[config.mk]
export PLATFORM = sky130hd
export DESIGN_NAME = window_stability_median
export DESIGN_NICKNAME = d
export VERILOG_FILES = /design/src/design/wsm_pkg.sv /design/src/design/window_stability_median.sv
export SDC_FILE = /design/constraint.sdc
export NUM_CORES = 1
export LEC_CHECK = 0
export BUFFER_PORTS_ARGS = -buffer_cell sky130_fd_sc_hd__clkbuf_2
export CAP_MARGIN = 25
export CORE_UTILIZATION = 25
export CTS_CLUSTER_SIZE = 24
export DETAILED_ROUTE_END_ITERATION = 12
export PLACE_DENSITY_LB_ADDON = 0.08
export SLEW_MARGIN = 30
export SYNTH_ARGS = -nofsm -noshare
export SYNTH_HDL_FRONTEND = slang
export SYNTH_SLANG_ARGS = --single-unit
[constraint.sdc]
create_clock -name clk -period 6 [get_ports clk]
set_input_delay 0.9 -clock clk [delete_from_list [all_inputs] [get_ports clk]]
set_output_delay 0.9 -clock clk [all_outputs]
set_load 0.005 [all_outputs]
[src/design/wsm_pkg.sv]
// shared widths, register indexes and input codes for the window stability median block
package wsm_pkg;

    // store depth
    localparam int MAX_WINDOW = 64;

    // field widths
    localparam int SAMPLE_W   = 16;
    localparam int FILL_W     = 7;
    localparam int TOL_W      = 16;
    localparam int WSIZE_W    = 7;
    localparam int BIT_IDX_W  = 4;
    localparam int CFG_IDX_W  = 1;
    localparam int CFG_DATA_W = 16;

    // register reset values
    localparam logic [WSIZE_W-1:0] WSIZE_RESET = 7'd64;
    localparam logic [TOL_W-1:0]   TOL_RESET   = 16'd0;

    // configuration register indexes
    localparam logic [CFG_IDX_W-1:0] REG_TOLERANCE   = 1'b0;
    localparam logic [CFG_IDX_W-1:0] REG_WINDOW_SIZE = 1'b1;

    // input mode codes
    localparam logic MODE_PUSH  = 1'b0;
    localparam logic MODE_CLEAR = 1'b1;

    // sample constants
    localparam logic [SAMPLE_W-1:0]  SAMPLE_ONES = 16'hFFFF;
    localparam logic [BIT_IDX_W-1:0] TOP_BIT     = 4'd15;

endpackage

[src/design/window_stability_median.sv]
// sliding window median with spread check: sample store, radix select sequencer, config regs
//
// Usage: an input beat (mode, sample) is taken when in_valid is high and in_stall is low.
// mode pushes the sample into a circular store of window_size entries or clears the window.
// Each input beat yields exactly one output beat (stable, middle_value, fill_count), offered
// on out_valid and taken when out_stall is low.
// A push scans the n filled entries, n being the fill count after the push; a clear skips
// the scan. The sample store has a single read port, so the median is found by a
// bitwise radix select that reads every valid entry once per sample bit, and the min/max
// spread scan rides along in the first of those passes. One beat is in work at a time;
// in_stall is high from accept until the result sits in the output register.
// Receiver stall: a finished result waits in the output register, and the next input beat
// is accepted meanwhile; the block holds a new result until that register is free.
// Reset: fill count and write position go to zero, tolerance to 0, window_size to 64; the
// sample store is not cleared and needs no clearing pass. Configuration writes on
// cfg_wr_en take effect at once and belong only where no beat is in work.
module window_stability_median (
    input  logic                             clk,
    input  logic                             rst_n,
    // configuration write port
    input  logic                             cfg_wr_en,
    input  logic [wsm_pkg::CFG_IDX_W-1:0]    cfg_index,
    input  logic [wsm_pkg::CFG_DATA_W-1:0]   cfg_wr_data,
    // input channel
    input  logic                             in_valid,
    output logic                             in_stall,
    input  logic                             mode,
    input  logic [wsm_pkg::SAMPLE_W-1:0]     sample,
    // output channel
    output logic                             out_valid,
    input  logic                             out_stall,
    output logic                             stable,
    output logic [wsm_pkg::SAMPLE_W-1:0]     middle_value,
    output logic [wsm_pkg::FILL_W-1:0]       fill_count
);

    localparam int ADDR_W = (wsm_pkg::MAX_WINDOW > 1) ? $clog2(wsm_pkg::MAX_WINDOW) : 1;
    localparam int CW     = (ADDR_W + 1 > wsm_pkg::FILL_W) ? ADDR_W + 1 : wsm_pkg::FILL_W;

    typedef enum logic [1:0] {
        ST_IDLE,
        ST_SCAN,
        ST_FINISH
    } state_t;

    state_t                            state_reg;
    logic [wsm_pkg::TOL_W-1:0]         tolerance_reg;
    logic [wsm_pkg::WSIZE_W-1:0]       window_size_reg;
    logic [ADDR_W-1:0]                 write_pos_reg;
    logic [wsm_pkg::FILL_W-1:0]        filled_reg;
    logic [wsm_pkg::FILL_W-1:0]        n_reg;
    logic                              check_reg;
    logic [CW-1:0]                     rd_idx_reg;
    logic                              rd_vld_reg;
    logic [wsm_pkg::SAMPLE_W-1:0]      rd_data_reg;
    logic [wsm_pkg::BIT_IDX_W-1:0]     bit_reg;
    logic [wsm_pkg::SAMPLE_W-1:0]      prefix_reg;
    logic [wsm_pkg::FILL_W-1:0]        rank_reg;
    logic [wsm_pkg::FILL_W-1:0]        cnt_reg;
    logic [wsm_pkg::SAMPLE_W-1:0]      lo_reg;
    logic [wsm_pkg::SAMPLE_W-1:0]      hi_reg;
    logic                              stable_res_reg;
    logic                              out_valid_reg;
    logic                              stable_reg;
    logic [wsm_pkg::SAMPLE_W-1:0]      middle_value_reg;
    logic [wsm_pkg::FILL_W-1:0]        fill_count_reg;

    logic [wsm_pkg::SAMPLE_W-1:0]      store_mem [wsm_pkg::MAX_WINDOW];

    logic                              in_acc;
    logic                              out_free;
    logic                              do_push;
    logic [CW-1:0]                     ws_ext;
    logic [CW-1:0]                     size_eff;
    logic [CW-1:0]                     pos_inc;
    logic [ADDR_W-1:0]                 write_pos_next;
    logic [wsm_pkg::FILL_W-1:0]        filled_next;
    logic [wsm_pkg::FILL_W-1:0]        n_next;
    logic                              check_next;
    logic                              issuing;
    logic                              pass_end;
    logic [ADDR_W-1:0]                 rd_addr;
    logic [4:0]                        shamt;
    logic [wsm_pkg::SAMPLE_W-1:0]      upper_mask;
    logic                              hit;
    logic [wsm_pkg::FILL_W-1:0]        cnt_sum;
    logic                              take_one;
    logic [wsm_pkg::SAMPLE_W-1:0]      lo_c;
    logic [wsm_pkg::SAMPLE_W-1:0]      hi_c;
    logic [wsm_pkg::SAMPLE_W-1:0]      spread;

    // handshake
    assign in_stall  = (state_reg != ST_IDLE);
    assign in_acc    = in_valid && (state_reg == ST_IDLE);
    assign out_free  = !out_valid_reg || !out_stall;
    assign do_push   = in_acc && (mode == wsm_pkg::MODE_PUSH);

    // effective window size, clamped to one up to the store depth
    assign ws_ext   = CW'(window_size_reg);
    assign size_eff = (window_size_reg == '0) ? CW'(1) :
                      ((ws_ext > CW'(wsm_pkg::MAX_WINDOW)) ? CW'(wsm_pkg::MAX_WINDOW) : ws_ext);

    // write position and fill count after a push or clear
    always_comb
    begin
        pos_inc        = CW'(write_pos_reg) + CW'(1);
        write_pos_next = (pos_inc >= size_eff) ? '0 : pos_inc[ADDR_W-1:0];
        if (mode == wsm_pkg::MODE_CLEAR)
        begin
            filled_next = '0;
        end
        else if (CW'(filled_reg) < size_eff)
        begin
            filled_next = filled_reg + wsm_pkg::FILL_W'(1);
        end
        else
        begin
            filled_next = filled_reg;
        end
        n_next     = (CW'(filled_next) < size_eff) ? filled_next : size_eff[wsm_pkg::FILL_W-1:0];
        check_next = (CW'(filled_next) >= size_eff);
    end

    // read sequencing over entries 0..n-1
    assign issuing  = (state_reg == ST_SCAN) && (rd_idx_reg < CW'(n_reg));
    assign pass_end = (state_reg == ST_SCAN) && (rd_idx_reg == CW'(n_reg));
    assign rd_addr  = rd_idx_reg[ADDR_W-1:0];

    // shared compare unit: prefix match and bit test, plus min/max tracking
    always_comb
    begin
        shamt      = {1'b0, bit_reg} + 5'd1;
        upper_mask = wsm_pkg::SAMPLE_ONES << shamt;
        hit        = rd_vld_reg && (((rd_data_reg ^ prefix_reg) & upper_mask) == '0)
                     && !rd_data_reg[bit_reg];
        cnt_sum    = cnt_reg + wsm_pkg::FILL_W'(hit);
        take_one   = (rank_reg >= cnt_sum);
        lo_c       = (rd_vld_reg && (rd_data_reg < lo_reg)) ? rd_data_reg : lo_reg;
        hi_c       = (rd_vld_reg && (rd_data_reg > hi_reg)) ? rd_data_reg : hi_reg;
        spread     = hi_c - lo_c;
    end

    // sample store: one write port, one registered read port
    always_ff @(posedge clk)
    begin
        if (do_push)
        begin
            store_mem[write_pos_reg] <= sample;
        end
        rd_data_reg <= store_mem[rd_addr];
    end

    // sequencer, window state, config registers and output register
    always_ff @(posedge clk or negedge rst_n)
    begin
        if (!rst_n)
        begin
            state_reg        <= ST_IDLE;
            tolerance_reg    <= wsm_pkg::TOL_RESET;
            window_size_reg  <= wsm_pkg::WSIZE_RESET;
            write_pos_reg    <= '0;
            filled_reg       <= '0;
            rd_idx_reg       <= '0;
            rd_vld_reg       <= 1'b0;
            out_valid_reg    <= 1'b0;
            n_reg            <= '0;
            check_reg        <= 1'b0;
            bit_reg          <= '0;
            prefix_reg       <= '0;
            rank_reg         <= '0;
            cnt_reg          <= '0;
            lo_reg           <= '0;
            hi_reg           <= '0;
            stable_res_reg   <= 1'b0;
            stable_reg       <= 1'b0;
            middle_value_reg <= '0;
            fill_count_reg   <= '0;
        end
        else
        begin
            // configuration writes
            if (cfg_wr_en)
            begin
                case (cfg_index)
                    wsm_pkg::REG_TOLERANCE:   tolerance_reg   <= cfg_wr_data;
                    wsm_pkg::REG_WINDOW_SIZE: window_size_reg <= cfg_wr_data[wsm_pkg::WSIZE_W-1:0];
                    default: ;
                endcase
            end

            // output register loads a finished result and drains when taken
            if ((state_reg == ST_FINISH) && out_free)
            begin
                out_valid_reg <= 1'b1;
            end
            else if (out_valid_reg && !out_stall)
            begin
                out_valid_reg <= 1'b0;
            end

            rd_vld_reg <= issuing;

            case (state_reg)
                ST_IDLE:
                begin
                    if (in_acc)
                    begin
                        filled_reg     <= filled_next;
                        n_reg          <= n_next;
                        check_reg      <= check_next;
                        rd_idx_reg     <= '0;
                        cnt_reg        <= '0;
                        prefix_reg     <= '0;
                        bit_reg        <= wsm_pkg::TOP_BIT;
                        rank_reg       <= n_next >> 1;
                        lo_reg         <= wsm_pkg::SAMPLE_ONES;
                        hi_reg         <= '0;
                        stable_res_reg <= 1'b0;
                        if (mode == wsm_pkg::MODE_CLEAR)
                        begin
                            write_pos_reg <= '0;
                            state_reg     <= ST_FINISH;
                        end
                        else
                        begin
                            write_pos_reg <= write_pos_next;
                            state_reg     <= ST_SCAN;
                        end
                    end
                end
                ST_SCAN:
                begin
                    if (pass_end)
                    begin
                        // settle one median bit per pass
                        rd_idx_reg <= '0;
                        cnt_reg    <= '0;
                        if (take_one)
                        begin
                            prefix_reg <= prefix_reg | (wsm_pkg::SAMPLE_W'(1) << bit_reg);
                            rank_reg   <= rank_reg - cnt_sum;
                        end
                        if (bit_reg == wsm_pkg::TOP_BIT)
                        begin
                            stable_res_reg <= check_reg && (spread <= tolerance_reg);
                        end
                        if (bit_reg == '0)
                        begin
                            state_reg <= ST_FINISH;
                        end
                        else
                        begin
                            bit_reg <= bit_reg - wsm_pkg::BIT_IDX_W'(1);
                        end
                    end
                    else
                    begin
                        if (issuing)
                        begin
                            rd_idx_reg <= rd_idx_reg + CW'(1);
                        end
                        cnt_reg <= cnt_sum;
                        lo_reg  <= lo_c;
                        hi_reg  <= hi_c;
                    end
                end
                ST_FINISH:
                begin
                    // hand the result to the output register once it is free
                    if (out_free)
                    begin
                        stable_reg       <= stable_res_reg;
                        middle_value_reg <= prefix_reg;
                        fill_count_reg   <= n_reg;
                        state_reg        <= ST_IDLE;
                    end
                end
                default:
                begin
                    state_reg <= ST_IDLE;
                end
            endcase
        end
    end

    assign out_valid    = out_valid_reg;
    assign stable       = stable_reg;
    assign middle_value = middle_value_reg;
    assign fill_count   = fill_count_reg;

    // an accepted beat always starts work
    a_accept_starts: assert property (@(posedge clk) disable iff (!rst_n)
        in_valid && !in_stall |=> state_reg != ST_IDLE)
        else $error("accepted beat did not leave idle");

    // read counter never runs past the fill count
    a_rd_idx_bound: assert property (@(posedge clk) disable iff (!rst_n)
        state_reg == ST_SCAN |-> rd_idx_reg <= CW'(n_reg))
        else $error("read index beyond fill count");

    // a scan only runs on a non-empty window
    a_scan_nonempty: assert property (@(posedge clk) disable iff (!rst_n)
        state_reg == ST_SCAN |-> n_reg != '0)
        else $error("scan started on empty window");

    // a stable result implies a non-empty window
    a_stable_count: assert property (@(posedge clk) disable iff (!rst_n)
        out_valid && stable |-> fill_count != '0)
        else $error("stable reported with empty window");

    // fill count never exceeds the store depth
    a_fill_bound: assert property (@(posedge clk) disable iff (!rst_n)
        out_valid |-> CW'(fill_count) <= CW'(wsm_pkg::MAX_WINDOW))
        else $error("fill count beyond store depth");

endmodule

==> flow_metrics.tcl, run 1 <==
set metrics [dict create \
    hpwl_mm 88.94 \
    cts_setup_buffers 0 \
    leakagePower_uw 0.01895 \
    syn2layout_area_growth_pct 17.31 \
    cp-start-kind "flop" \
    multiInputGateArea_sq_um 13980 \
    htreeDepth 4 \
    synth_area_sq_um 49340 \
    p_int_uw 17700 \
    drc 0 \
    ys_ff_latch 1186 \
    power_switching_uw 8656 \
    postCtsResizedCells 0 \
    drt_iter0_markers 1725 \
    cp_slowest_stage_delay_ns 0.60 \
    worstPathCellList "ha_1, a21oi_1, nand2_1, nand3_1, a21boi_0, o31ai_4, mux2_2, ha_1, nor2b_1, o21a_1, o21ai_1, a21oi_1, a311o_1, a31o_2, o31ai_1, xor2_1, ha_1, nand3_1, nor3_1, nand3_1, nor4_1, a21oi_1, o21ai_0" \
    tritoncts "yes" \
    yosysSeqAreaShare 0.7037 \
    port_buffers 64 \
    start_util 0.2525 \
    synth_cell_types 64 \
    powerDensity_nw_per_um2 455.4 \
    rsz0062_at_grt "no" \
    post-route-min-period_ns 5.547 \
    p_comb_frac 0.312 \
    status "finished, final reports clean" \
    clockBufferDepth 3 \
    hold_path.class "in2async" \
    grt_pass1_wl_mm 207.3 \
    final_common_cell "edfxtp_1" \
    final_cell_mix "edfxtp_1, mux4_2, clkbuf_16, dfrtp_1, nand2_1" \
    setup_viol 0 \
    fin_util 0.2962 \
    routabilityCongestion 0.7843 \
    overflow 0 \
    fmax_mhz 180.3 \
    p_clk_frac 0.311 \
    postCtsHoldBufs 0 \
    antenna_found_initial 12 \
    die_area_sq_um 199100 \
    cts.sinks 1186 \
    ios 65 \
    cts_inserted_buffers 143 \
    layout-drive-gt1-share 0.2810 \
    viasPerCell 4.546 \
    drt-total-wl_mm 145.8 \
    crit_fanout 8 \
    largest_reg_flops 1024 \
    drtPass1Iterations 5 \
    grt_pass1_vias 26990 \
    critical_path_class "reg2reg" \
    slew_violations 0 \
    synthCells 2633 \
    yosys_warnings 0 \
    tightest_slew_ns 1.030 \
    share_seq_of_total_power 0.377 \
    cp.buffers_inverters 0 \
    synth_nets 2784 \
    ant_nets 0 \
    fillers 19140 \
    critical_path_required_ns 6.67 \
    crit_slowest_cell "dfxtp_1" \
    largest_register "store_mem" \
    drv_cap 0 \
    slew_headroom 0.3113 \
    synth_edf_count 1024 \
    core_area_sq_um 195400 \
    ys.flop_type "edfxtp_1" \
    register_area_sq_um 34740 \
    arrival_ns 6.21 \
    fin_tns_setup_ns 0 \
    wl_per_cell_um 26.30 \
    avgSynthCellArea_sq_um 18.74 \
    grt_max_degree 87 \
    synthArstFlopShare 0.1231 \
    die_height_um 446.3 \
    grtUsageTotal 0.1479 \
    fin_crit_sh 0.9246 \
    rows 162 \
    skew_ns 0.04149 \
    crit_family "compound AO/OA/AOI/OAI gates" \
    hold_violations 0 \
    ir_drop_mv 0.2357 \
    swShare 0.3284 \
    cp-end-kind "flop" \
    die_w_um 446.3 \
    num_vias 25210 \
    insertion_delay_ns 0.79 \
    nNetsFinal 2959 \
    path_clk_slew_ns 0.06 \
    root_buffer "clkbuf_16" \
]
-- power by group through the flow --
stage                     Combinational (uW)  Clock, uW  Sequential [uW]
after global routing                    9050       8770            10000
after global placement                  8450          0            10100
after floorplan                         5840          0             9760
after detailed placement                8440          0            10100
final                                   8220       8200             9940
after CTS                               8470       8470             9960
-- per-stage QoR --
step / power, uW / hold WS [ns] / worst slack (ns) / cell area (sq um) / std cells
5_1_grt: 27820 / 0.06503 / 0.07708 / 57860 / 5539
3_3_place_gp: 18570 / 0.4795 / 0.1729 / 53410 / 5285
3_5_place_dp: 18570 / 0.4746 / 0.2475 / 53430 / 5286
2_1_floorplan: 15590 / 0.4455 / 0.7664 / 49340 / 2633
6_report: 26360 / 0.07814 / 0.4527 / 57880 / 5546
4_1_cts: 26900 / 0.2020 / 0.2011 / 57840 / 5538
-- synthesized netlist by cell type (all sizes together), types with 20 or more instances --
| master | count | area (sq um) |
|---|---|---|
| xnor2 | 35 | 306.5 |
| mux2 | 41 | 461.7 |
| dfrtp | 145 | 3628 |
| nor2 | 161 | 604.3 |
| nor2b | 20 | 125.1 |
| inv | 87 | 326.6 |
| clkbuf | 79 | 296.5 |
| mux4 | 340 | 7657 |
| a21oi | 55 | 282.8 |
| o21ai | 93 | 465.4 |
| o31ai | 21 | 157.7 |
| buf | 48 | 346.6 |
| xor2 | 21 | 183.9 |
| nand2 | 116 | 435.4 |
| ha | 110 | 1376 |
| nand3 | 28 | 140.1 |
| edfxtp | 1024 | 30750 |
-- final timing paths --
path	cells after the start	end	slack, ns	from
worst min-delay path	1	hi_reg[6]	0.08	rst_n
worst max-delay path	23	stable_res_reg	0.45	rd_data_reg[10]
worst max register to register	23	stable_res_reg	0.45	rd_data_reg[10]
min in group clk	3	tolerance_reg[2]	0.38	cfg_wr_data[2]
worst min register to register	2	check_reg	0.49	check_reg
max in group asynchronous	3	rd_idx_reg[3]	4.28	rst_n
-- cells by family (layout without fill, tap and decap cells) --
group | Yosys count | after routing | share of synthesized area
AOI/OAI and AO/OA | 261 | 261 | 0.03319
xor gates and xnor gates | 56 | 56 | 0.009940
adders and majority gates | 112 | 112 | 0.02870
buffers and inverters | 214 | 496 | 0.01965
DFF | 1186 | 1186 | 0.7037
muxes | 398 | 398 | 0.1680
other | 0 | 7 | 0
and+or+nand+nor | 406 | 406 | 0.03677
-- area by class of cell --
type,count,share of cell area
repair buffers,157,0.01943
flip-flops and latches,1186,0.6002
well taps,2624,0.05672
clock buffers,184,0.06608
diodes,7,0.0003026
clock inverters,68,0.01012
multi-input cells,1233,0.2415
inverters,87,0.005685
-- layer usage --
metal  vias up  wire [um]  track usage
met5         -          0            0
met4         0       3137      0.03927
met3       200       5821      0.02511
met2       521      73190       0.2532
met1     13540      63700       0.1926
li1      10950          -            -
(Power assumes the default switching activity.)
==> run 2: changes to the inputs <==
clock period = 5.5 ns   (was 6 ns; I/O delays follow)
==> run 2 against run 1 <==
- register-to-register slack lost 0.13 ns
- utilization rose by 0.25 points
- sequential cell count is the same
- clock power rose by 11%
- first-iteration DRC count increased by 2.7%
- largest cell class unchanged
- critical endpoint unchanged
- routed wire length rose by 1.0%
- cell count grew 0.78%
- hold slack better by 0.20 ns
- worst setup slack got worse by 0.13 ns
- via count grew 0.47%
- largest power group unchanged
- critical path depth rose by 3
- design area rose by 0.85%
- critical path type unchanged
==> flow_metrics.tcl, run 2 (synthesis results as in run 1) <==
set metrics [dict create \
    layout-drive-gt1-share 0.2959 \
    syn2layout_area_growth_pct 18.31 \
    fin_util 0.2987 \
    rrSetupSlack_ns 0.32 \
    reg2reg_from "rd_data_reg[11]" \
    ios 65 \
    wl_per_cell_um 26.36 \
    hold_violations 0 \
    clockBufferDepth 3 \
    grt_max_degree 147 \
    powerDensity_nw_per_um2 503.1 \
    hold_path.class "in2reg" \
    cts_inserted_buffers 143 \
    port_buffers 64 \
    critical_path_class "reg2reg" \
    start_util 0.2525 \
    cp-end-kind "flop" \
    grtUsageTotal 0.1494 \
    startpoint "rd_data_reg[11]" \
    fin_crit_sh 0.9421 \
    tightest_slew_ns 1.033 \
    overflow 0 \
    cts.sinks 1186 \
    critical_path_required_ns 6.19 \
    antenna_found_initial 6 \
    drtPass1Iterations 5 \
    drc 0 \
    grt_pass1_vias 27110 \
    place_area_sq_um 53750 \
    crit_fanout 8 \
    drt_iter0_markers 1772 \
    slew_violations 0 \
    fin_area_sq_um 58370 \
    core_area_sq_um 195400 \
    die_area_sq_um 199100 \
    largest_register "store_mem" \
    slew_headroom 0.3094 \
    grt_pass1_wl_mm 209.5 \
    path_clk_slew_ns 0.05 \
    final_cell_mix "edfxtp_1, mux4_2, clkbuf_16, dfrtp_1, buf_4" \
    fmax_mhz 193.0 \
    setup_viol 0 \
    fin_tns_setup_ns 0 \
    die_w_um 446.3 \
    ant_nets 0 \
    nNetsFinal 3000 \
    drt-total-wl_mm 147.3 \
    largest_reg_flops 1024 \
    leakagePower_uw 0.01924 \
    die_height_um 446.3 \
    r2r_end "stable_res_reg" \
    routabilityCongestion 0.7900 \
    endpoint "stable_res_reg" \
    insertion_delay_ns 0.79 \
    final_common_cell "edfxtp_1" \
    rows 162 \
    num_vias 25330 \
    ir_drop_mv 0.2508 \
    cp-start-kind "flop" \
    skew_ns 0.03766 \
    rsz0062_at_grt "no" \
    htreeDepth 4 \
    tritoncts "yes" \
    arrival_ns 5.87 \
    status "finished, final reports clean" \
    root_buffer "clkbuf_16" \
    post-route-min-period_ns 5.182 \
    pre_cts_slack_ns 0.1053 \
    hpwl_mm 90.67 \
    rr_worst_depth 26 \
    drv_cap 0 \
    setup_slack_ns 0.3185 \
    viasPerCell 4.533 \
]
[run 2: cell types whose count changed in the layout (fill, tap and decap cells not counted), sizes merged]
cell and change:
bufinv +3, clkinv +5, buf +40, inv -2, diode -2, dlygate4sd3 +1
clkinvlp -2
[run 2: worst min path at each step]
stage	slack, ns	startpoint	end	depth (start not counted)
2_1_floorplan	0.45	check_reg	check_reg	2
3_5_place_dp	0.47	check_reg	check_reg	2
4_1_cts	0.18	rst_n	tolerance_reg[8]	2
6_report	0.28	cfg_wr_data[8]	tolerance_reg[8]	3
5_1_grt	0.26	cfg_wr_data[8]	tolerance_reg[8]	3
3_3_place_gp	0.48	check_reg	check_reg	2
[run 2: per-stage QoR]
stage / hold WS [ns] / total power (uW) / cells
after floorplan: 0.4455 / 17010 / 2633
after global placement: 0.4792 / 20540 / 5324
after detailed placement: 0.4730 / 20580 / 5325
after CTS: 0.1777 / 29860 / 5581
after global routing: 0.2588 / 31000 / 5584
final: 0.2768 / 29370 / 5589
[run 2: per-layer routing]
layer	vias to the layer above	share of wire	GRT usage
li1	11030	-	-
met1	13710	0.44	0.1949
met2	440	0.51	0.2577
met3	160	0.035	0.02511
met4	0	0.016	0.03464
met5	-	0	0
[run 2: worst max-delay path: stages, from the launching register on]
cell and delay (ns):
dfxtp_1 0.40, ha_1 0.35, nand4_1 0.15, nor2_2 0.16, o21ai_0 0.10, a31oi_1 0.28, o31ai_4 0.15, buf_4 0.15
buf_4 0.17, a21oi_1 0.18, ha_1 0.19, inv_1 0.06, fa_1 0.46, a21o_1 0.20, a21oi_1 0.19, o21ai_1 0.11
nand2_1 0.08, o21ai_0 0.11, a211o_1 0.29, a21oi_2 0.15, xnor2_1 0.14, ha_1 0.28, a21oi_1 0.15, nor2b_1 0.06
nor4_1 0.19, o21ai_0 0.16, o21ai_1 0.16
[run 2: timing repair]
action,CTS,global route
setup buffers,0,1
endpoints found under the setup margin,0,1
endpoints found under the hold margin,0,33
hold buffers,0,1
gates resized for setup,0,21
[run 2: area by class of cell]
| cell class | instances | area, sq um |
|---|---|---|
| clock buffers | 184 | 3825 |
| inverters | 87 | 329.1 |
| multi-input cells | 1233 | 14000 |
| clock inverters | 72 | 676.9 |
| fillers | 19240 | 137000 |
| diodes | 5 | 12.51 |
| well taps | 2624 | 3283 |
| repair buffers | 198 | 1504 |
| flip-flops and latches | 1186 | 34740 |
[run 2: power breakdown]
group          internal, uW  switching, uW  total, uW
registers             10200            558      10800
clock network          5230           3890       9120
logic                  4320           5170       9490
